`config.mk`:
```
export PLATFORM = sky130hd
export DESIGN_NAME = ddwo_ctrl
export DESIGN_NICKNAME = d
export VERILOG_FILES = /design/src/sv/diff_drive_wheel_odometry_macros.svh /design/src/sv/ddwo_pkg.sv /design/src/sv/ddwo_ctrl.sv
export SDC_FILE = /design/constraint.sdc
export NUM_CORES = 1
export LEC_CHECK = 0
export ABC_AREA = 1
export BUFFER_PORTS_ARGS = -buffer_cell sky130_fd_sc_hd__buf_2
export CORE_AREA = 2 2 39 41
export DETAILED_ROUTE_END_ITERATION = 12
export DIE_AREA = 0 0 41 43
export PLACE_DENSITY = 0.68
export SLEW_MARGIN = 15
export SYNTH_ARGS = -nofsm -noshare
export SYNTH_HDL_FRONTEND = slang
export SYNTH_SLANG_ARGS = --single-unit
export TNS_END_PERCENT = 20
```
`constraint.sdc`:
```
create_clock -name clk -period 3 [get_ports clk]
set_clock_uncertainty 0.2 [all_clocks]
set_input_delay 0.3 -clock clk [delete_from_list [all_inputs] [get_ports clk]]
set_output_delay 0.3 -clock clk [all_outputs]
set_load 0.1 [all_outputs]
```
`src/sv/diff_drive_wheel_odometry_macros.svh`:
```
// Assertion macros for the wheel odometry block.
`ifndef DIFF_DRIVE_WHEEL_ODOMETRY_MACROS_SVH
`define DIFF_DRIVE_WHEEL_ODOMETRY_MACROS_SVH
`ifndef SYNTHESIS
`define DDWO_ASSERT_IMPLY(label, ante, cons) \
    label: assert property (@(posedge clk) disable iff (!rst_n) (ante) |-> (cons)) \
        else $error("odometry check failed");
`define DDWO_ASSERT_NEXT(label, ante, cons) \
    label: assert property (@(posedge clk) disable iff (!rst_n) (ante) |=> (cons)) \
        else $error("odometry check failed");
`else
`define DDWO_ASSERT_IMPLY(label, ante, cons)
`define DDWO_ASSERT_NEXT(label, ante, cons)
`endif
`endif

```
`src/sv/ddwo_pkg.sv`:
```
// Types, constants and tables shared by the wheel odometry modules.
package ddwo_pkg;

    localparam logic [1:0] CMD_WHEEL = 2'd0;
    localparam logic [1:0] CMD_VEL   = 2'd1;
    localparam logic [1:0] CMD_TICK  = 2'd2;

    localparam logic REG_SPEED_COEF = 1'b0;
    localparam logic REG_TURN_COEF  = 1'b1;

    localparam logic [23:0] SPEED_COEF_RESET = 24'd223127;
    localparam logic [23:0] TURN_COEF_RESET  = 24'd327680;

    localparam logic [7:0] DEST_BROADCAST = 8'hF0;
    localparam logic [7:0] DEST_NONE      = 8'h00;
    localparam logic [7:0] WHEEL_PORT     = 8'd7;

    localparam logic signed [27:0] PI_Q16     = 28'sd205887;
    localparam logic signed [27:0] TWO_PI_Q16 = 28'sd411775;
    localparam logic signed [34:0] PI_Q30      = 35'sd3373259426;
    localparam logic signed [34:0] HALF_PI_Q30 = 35'sd1686629713;
    localparam logic signed [33:0] GAIN_Q30    = 34'sd652032874;

    typedef enum logic [1:0] {
        KIND_DROP,
        KIND_WHEEL,
        KIND_VEL,
        KIND_TICK
    } in_kind_t;

    typedef enum logic [3:0] {
        OP_NONE,
        OP_WHEEL,
        OP_VELCMD,
        OP_TICK,
        OP_SUM,
        OP_MULR,
        OP_RATE,
        OP_MULT,
        OP_TSAT,
        OP_CINIT,
        OP_CITER,
        OP_MULV,
        OP_VEL,
        OP_DPOS,
        OP_POS,
        OP_OUT
    } op_t;

    typedef enum logic [3:0] {
        ST_IDLE,
        ST_SUM,
        ST_MULR,
        ST_RATE,
        ST_MULT,
        ST_TSAT,
        ST_CINIT,
        ST_CITER,
        ST_MULV,
        ST_VEL,
        ST_DPOS,
        ST_POS,
        ST_OUT
    } state_t;

    typedef struct packed {
        op_t op;
    } ctrl_cmd_t;

    typedef struct packed {
        in_kind_t kind;
        logic     iter_last;
    } dp_status_t;

    function automatic logic [29:0] atan_q30(input logic [4:0] idx);
        logic [29:0] val;
        case (idx)
            5'd0:    val = 30'd843314857;
            5'd1:    val = 30'd497837830;
            5'd2:    val = 30'd263043837;
            5'd3:    val = 30'd133525159;
            5'd4:    val = 30'd67021688;
            5'd5:    val = 30'd33543516;
            5'd6:    val = 30'd16775851;
            5'd7:    val = 30'd8388438;
            5'd8:    val = 30'd4194283;
            5'd9:    val = 30'd2097149;
            5'd10:   val = 30'd1048576;
            5'd11:   val = 30'd524288;
            5'd12:   val = 30'd262144;
            5'd13:   val = 30'd131072;
            5'd14:   val = 30'd65536;
            5'd15:   val = 30'd32768;
            5'd16:   val = 30'd16384;
            5'd17:   val = 30'd8192;
            5'd18:   val = 30'd4096;
            5'd19:   val = 30'd2048;
            5'd20:   val = 30'd1024;
            5'd21:   val = 30'd512;
            5'd22:   val = 30'd256;
            5'd23:   val = 30'd128;
            default: val = 30'd0;
        endcase
        return val;
    endfunction

    function automatic logic signed [23:0] sat24(input logic signed [42:0] v);
        logic signed [23:0] r;
        if (v > 43'sd8388607)
        begin
            r = 24'sd8388607;
        end
        else if (v < -43'sd8388608)
        begin
            r = -24'sd8388608;
        end
        else
        begin
            r = 24'(v);
        end
        return r;
    endfunction

    function automatic logic signed [31:0] sat32(input logic signed [32:0] v);
        logic signed [31:0] r;
        if (v > 33'sd2147483647)
        begin
            r = 32'sh7FFFFFFF;
        end
        else if (v < -33'sd2147483648)
        begin
            r = 32'sh80000000;
        end
        else
        begin
            r = 32'(v);
        end
        return r;
    endfunction

endpackage

```
`src/sv/ddwo_ctrl.sv`:
```
// Sequencer for the wheel odometry block: steps the datapath and owns the handshakes.
module ddwo_ctrl (
    input  logic                clk,
    input  logic                rst_n,
    input  logic                in_valid,
    output logic                in_stall,
    output logic                out_valid,
    input  logic                out_stall,
    input  ddwo_pkg::dp_status_t status,
    output ddwo_pkg::ctrl_cmd_t cmd
);

    ddwo_pkg::state_t state_reg;
    ddwo_pkg::state_t state_next;
    logic             out_valid_reg;
    logic             out_valid_next;
    logic             out_free;

    assign out_free = !out_valid_reg || !out_stall;

    always_comb
    begin
        state_next = state_reg;
        case (state_reg)
            ddwo_pkg::ST_IDLE:
            begin
                if (in_valid)
                begin
                    if (status.kind == ddwo_pkg::KIND_WHEEL)
                    begin
                        state_next = ddwo_pkg::ST_SUM;
                    end
                    else if (status.kind == ddwo_pkg::KIND_TICK)
                    begin
                        state_next = ddwo_pkg::ST_CINIT;
                    end
                end
            end
            ddwo_pkg::ST_SUM:   state_next = ddwo_pkg::ST_MULR;
            ddwo_pkg::ST_MULR:  state_next = ddwo_pkg::ST_RATE;
            ddwo_pkg::ST_RATE:  state_next = ddwo_pkg::ST_MULT;
            ddwo_pkg::ST_MULT:  state_next = ddwo_pkg::ST_TSAT;
            ddwo_pkg::ST_TSAT:  state_next = ddwo_pkg::ST_CINIT;
            ddwo_pkg::ST_CINIT: state_next = ddwo_pkg::ST_CITER;
            ddwo_pkg::ST_CITER:
            begin
                if (status.iter_last)
                begin
                    state_next = ddwo_pkg::ST_MULV;
                end
            end
            ddwo_pkg::ST_MULV:  state_next = ddwo_pkg::ST_VEL;
            ddwo_pkg::ST_VEL:   state_next = ddwo_pkg::ST_DPOS;
            ddwo_pkg::ST_DPOS:  state_next = ddwo_pkg::ST_POS;
            ddwo_pkg::ST_POS:   state_next = ddwo_pkg::ST_OUT;
            ddwo_pkg::ST_OUT:
            begin
                if (out_free)
                begin
                    state_next = ddwo_pkg::ST_IDLE;
                end
            end
            default:            state_next = ddwo_pkg::ST_IDLE;
        endcase
    end

    always_comb
    begin
        in_stall = (state_reg != ddwo_pkg::ST_IDLE);
        cmd.op   = ddwo_pkg::OP_NONE;
        case (state_reg)
            ddwo_pkg::ST_IDLE:
            begin
                if (in_valid)
                begin
                    case (status.kind)
                        ddwo_pkg::KIND_WHEEL: cmd.op = ddwo_pkg::OP_WHEEL;
                        ddwo_pkg::KIND_VEL:   cmd.op = ddwo_pkg::OP_VELCMD;
                        ddwo_pkg::KIND_TICK:  cmd.op = ddwo_pkg::OP_TICK;
                        default:              cmd.op = ddwo_pkg::OP_NONE;
                    endcase
                end
            end
            ddwo_pkg::ST_SUM:   cmd.op = ddwo_pkg::OP_SUM;
            ddwo_pkg::ST_MULR:  cmd.op = ddwo_pkg::OP_MULR;
            ddwo_pkg::ST_RATE:  cmd.op = ddwo_pkg::OP_RATE;
            ddwo_pkg::ST_MULT:  cmd.op = ddwo_pkg::OP_MULT;
            ddwo_pkg::ST_TSAT:  cmd.op = ddwo_pkg::OP_TSAT;
            ddwo_pkg::ST_CINIT: cmd.op = ddwo_pkg::OP_CINIT;
            ddwo_pkg::ST_CITER: cmd.op = ddwo_pkg::OP_CITER;
            ddwo_pkg::ST_MULV:  cmd.op = ddwo_pkg::OP_MULV;
            ddwo_pkg::ST_VEL:   cmd.op = ddwo_pkg::OP_VEL;
            ddwo_pkg::ST_DPOS:  cmd.op = ddwo_pkg::OP_DPOS;
            ddwo_pkg::ST_POS:   cmd.op = ddwo_pkg::OP_POS;
            ddwo_pkg::ST_OUT:
            begin
                if (out_free)
                begin
                    cmd.op = ddwo_pkg::OP_OUT;
                end
            end
            default:            cmd.op = ddwo_pkg::OP_NONE;
        endcase
    end

    // Hold the result until the far side takes it.
    always_comb
    begin
        if (cmd.op == ddwo_pkg::OP_OUT)
        begin
            out_valid_next = 1'b1;
        end
        else
        begin
            out_valid_next = out_valid_reg && out_stall;
        end
    end

    always_ff @(posedge clk or negedge rst_n)
    begin
        if (!rst_n)
        begin
            state_reg     <= ddwo_pkg::ST_IDLE;
            out_valid_reg <= 1'b0;
        end
        else
        begin
            state_reg     <= state_next;
            out_valid_reg <= out_valid_next;
        end
    end

    assign out_valid = out_valid_reg;

endmodule

```
==> summary.md <==
| Metric | Value |
|---|---|
| Worst-case headroom to the max-slew limit | between 60 and 70% |
| Total buffers and inverters traversed by the critical path | 2 |
| Via/cell ratio | 4.81 |
| Placer Congestion | 0.786 |
| DRC violations left | 0 |
| Total I/O pin count | 13 |
| Ranking of synthesized cells by area | dfrtp_1 (25%), nand2_1 (14%), nand3_2 (10%) |
| Deepest level of the CTS H-tree | 1 |
| Achievable clock frequency | ~440 MHz |
| Combined area of all synthesized cells | 503 µm² |
| Total core area | 0.00138 mm² |
| Remaining Overflow, GRT | 0 |
| Wirelength per Cell | between 9 and 10 µm |
| Delay-heaviest family, CP | simple AND/OR/NAND/NOR gates |
| Grt met2 use | between 20% and 30% |
| Number of setup violations in the final report | 0 |
| Number of inserted diodes | 0 |
| Flip-flop count of the largest register after layout | 4 |
| Initial antenna violation count | 0 |
| Number of buffers on the longest clock path | 2 |
| Hold/Removal Path Class | primary input to flip-flop |
| Die width | 41 µm |
| Type of element capturing the critical path | primary output |
| Crit Path Max Fanout | 9 |
| Number of pins with negative max-slew slack in the final report | 0 |
| Number of buffer cells added on primary ports | 12 |
| Cell Chain, Critical Path | nor2_4 > inv_1 > nor2_4 > nand3_2 > nand3_1 > buf_2 |
| Clock-pin transition on the worst setup and hold timing paths | around 0.040 ns |
| Post-Syn Instances | 75 |
| Unrepaired setup endpoints after global routing | no |
| Post-Synthesis Mean Instance Area | between 6 and 7 µm² |
| Critical path arrival | 1.77 ns |
| Initial detailed-routing violation count | 4 |
| Status | finished clean |
| Number of synthesized register bits | 5 |
| Slowest cell delay on critical path | between 0.4 and 0.5 ns |
| Vias in the first global route | 483 |
| Most utilized layer in the global route result | met2 |
| Area leader, netlist | dfrtp_1 |
| Kind of critical path | flip-flop to primary output |
| Number of hold violations in the final report | 0 |
| Share of layout cells above drive strength 1 | 39.1% |
| Die Footprint | ~0.0018 mm² |
| Post-Route WL | approximately 1100 µm |
| Antenna Nets Post-Route | 0 |
| Actual slew at the worst max-slew pin | between 0.4 and 0.5 ns |
| Setup TNS Final | 0 ns |
| Portion of the clock cycle consumed by the worst path in the final layout | between 70 and 80% |
| Met1 track utilization from global routing | around 17% |
| Initial cell density of the core | between 30% and 40% |
| Sequential-to-total area share from yosys stat | around 25% |
| Iteration count of the initial detailed-routing pass | 4 |
| Wire length of the first global-routing pass | between 1500 and 2000 µm |
| TritonCTS clock tree | yes |
| Data required, critical path | 2.50 ns |
| Area Growth Syn to Fin | 23.1% |
| Clock root buffer | clkbuf_4 |
| Total clock buffers created by CTS | 3 |
| Clock period minus final worst setup slack | between 2 and 2.5 ns |
| Fraction of post-synthesis cell area in the top cell type by area | around 25% |
| Startpoint types | flip-flop |
| Yosys warnings | 0 |
| Post-CTS Setup Bufs | 0 |
| Number of unique standard cell types used by synthesis | 19 |
| Number of nets in the synthesized netlist | 82 |
| Met3 GRT Util | 1.57% |
| Floorplan row count | 14 |
| Total number of nets in the final design | 100 |
| Clock latency on the worst-skew pair | about 0.24 ns |
| Sinks on Clock Net | 5 |
| Die H | about 43 µm |
| Overall via count from detail_route | between 500 and 600 |
| Setup slack after layout | approximately 0.73 ns |
| Cell repeated most along the worst path | nor2_4 |
| Total track usage | 15.3% |
| Post-placement setup slack | between 0.9 and 1 ns |
| Max-cap viol count | 0 |
| Critical-path top delay cell | dfrtp_1 |
| Maximum number of pins on one net before global-route repair | 10 |
| Detailed placer's ending HPWL | 957 µm |
[metrics by stage]
stage	hold slack [ns]	cells	utilization, %	cell area (µm²)
floorplan	-0.196	75	-	503
global placement	-0.0836	103	42.1	583
detailed placement	-0.0796	103	42.1	583
CTS	0.170	108	44.8	619
global route	0.185	108	44.8	619
finish	0.171	108	44.8	619
[metal layers]
layer	vias to the layer above	wire length [µm]
li1	274	-
met1	232	461
met2	12	546
met3	2	45
met4	0	17
met5	-	0
[final timing paths]
path                                           from  slack, ns                  endpoint  cells after the start
max in group asynchronous                     rst_n       2.26  state_reg[0]$_DFFE_PN0P_                      2
min in group asynchronous                     rst_n       0.20  state_reg[3]$_DFFE_PN0P_                      2
min                                       out_stall       0.17  state_reg[3]$_DFFE_PN0P_                      3
max                        state_reg[0]$_DFFE_PN0P_       0.73                    cmd[0]                      6
max reg2reg                state_reg[3]$_DFFE_PN0P_       1.60  state_reg[0]$_DFFE_PN0P_                      6
min reg2reg                     out_valid$_DFF_PN0_       0.40  state_reg[3]$_DFFE_PN0P_                      2
[worst min-delay path: stages]
cell and delay, ns:
buf_2 0.10, nand4_1 0.10, a21oi_1 0.07
[area by class of cell]
class / instances / area, µm²
Inverter: 13 / 48.8
Timing Repair Buffer: 13 / 70.1
Clock buffer: 4 / 26.3
Sequential cell: 5 / 125
Multi-Input combinational cell: 57 / 329
Tap cell: 16 / 20.0
Fill cell: 160 / 764
[logic make-up after synthesis]
logic type             share of synthesized area [%]
AO/OA/AOI/OAI                                   9.45
flip-flops                                      24.9
AND/OR/NAND/NOR                                 56.0
buffers and inverters                           9.70
[Yosys cell counts]
library cell,instances
nor2_4,4
a21o_1,1
a21oi_2,1
nand3b_1,1
o21ai_1,1
nand2_2,4
nand3_2,5
o211ai_1,1
a21oi_1,1
dfrtp_1,5
nand4_1,2
nor2_2,2
o21ai_0,1
o21ai_2,1
nand2_1,19
nor2_1,6
inv_2,4
inv_1,9
nand3_1,7
[timing repair]
action                                 4_1_cts  5_1_grt
endpoints found under the hold margin        5        0
hold buffers                                 1        0
gates resized for setup                      0        0
[layout by cell type, fill, tap and decap left out]
| master | instances |
|---|---|
| a21o_1 | 1 |
| a21oi_1 | 1 |
| a21oi_2 | 1 |
| buf_2 | 12 |
| clkbuf_1 | 1 |
| clkbuf_4 | 3 |
| dfrtp_1 | 5 |
| dlygate4sd3_1 | 1 |
| inv_1 | 9 |
| inv_2 | 4 |
| nand2_1 | 19 |
| nand2_2 | 4 |
| nand3_1 | 7 |
| nand3_2 | 5 |
| nand3b_1 | 1 |
| nand4_1 | 2 |
| nor2_1 | 6 |
| nor2_2 | 2 |
| nor2_4 | 4 |
| o211ai_1 | 1 |
| o21ai_0 | 1 |
| o21ai_1 | 1 |
| o21ai_2 | 1 |
Power is left out: the tool's default activity adds up to more than one toggle a clock period on the data nets, which glitch-free logic cannot reach.
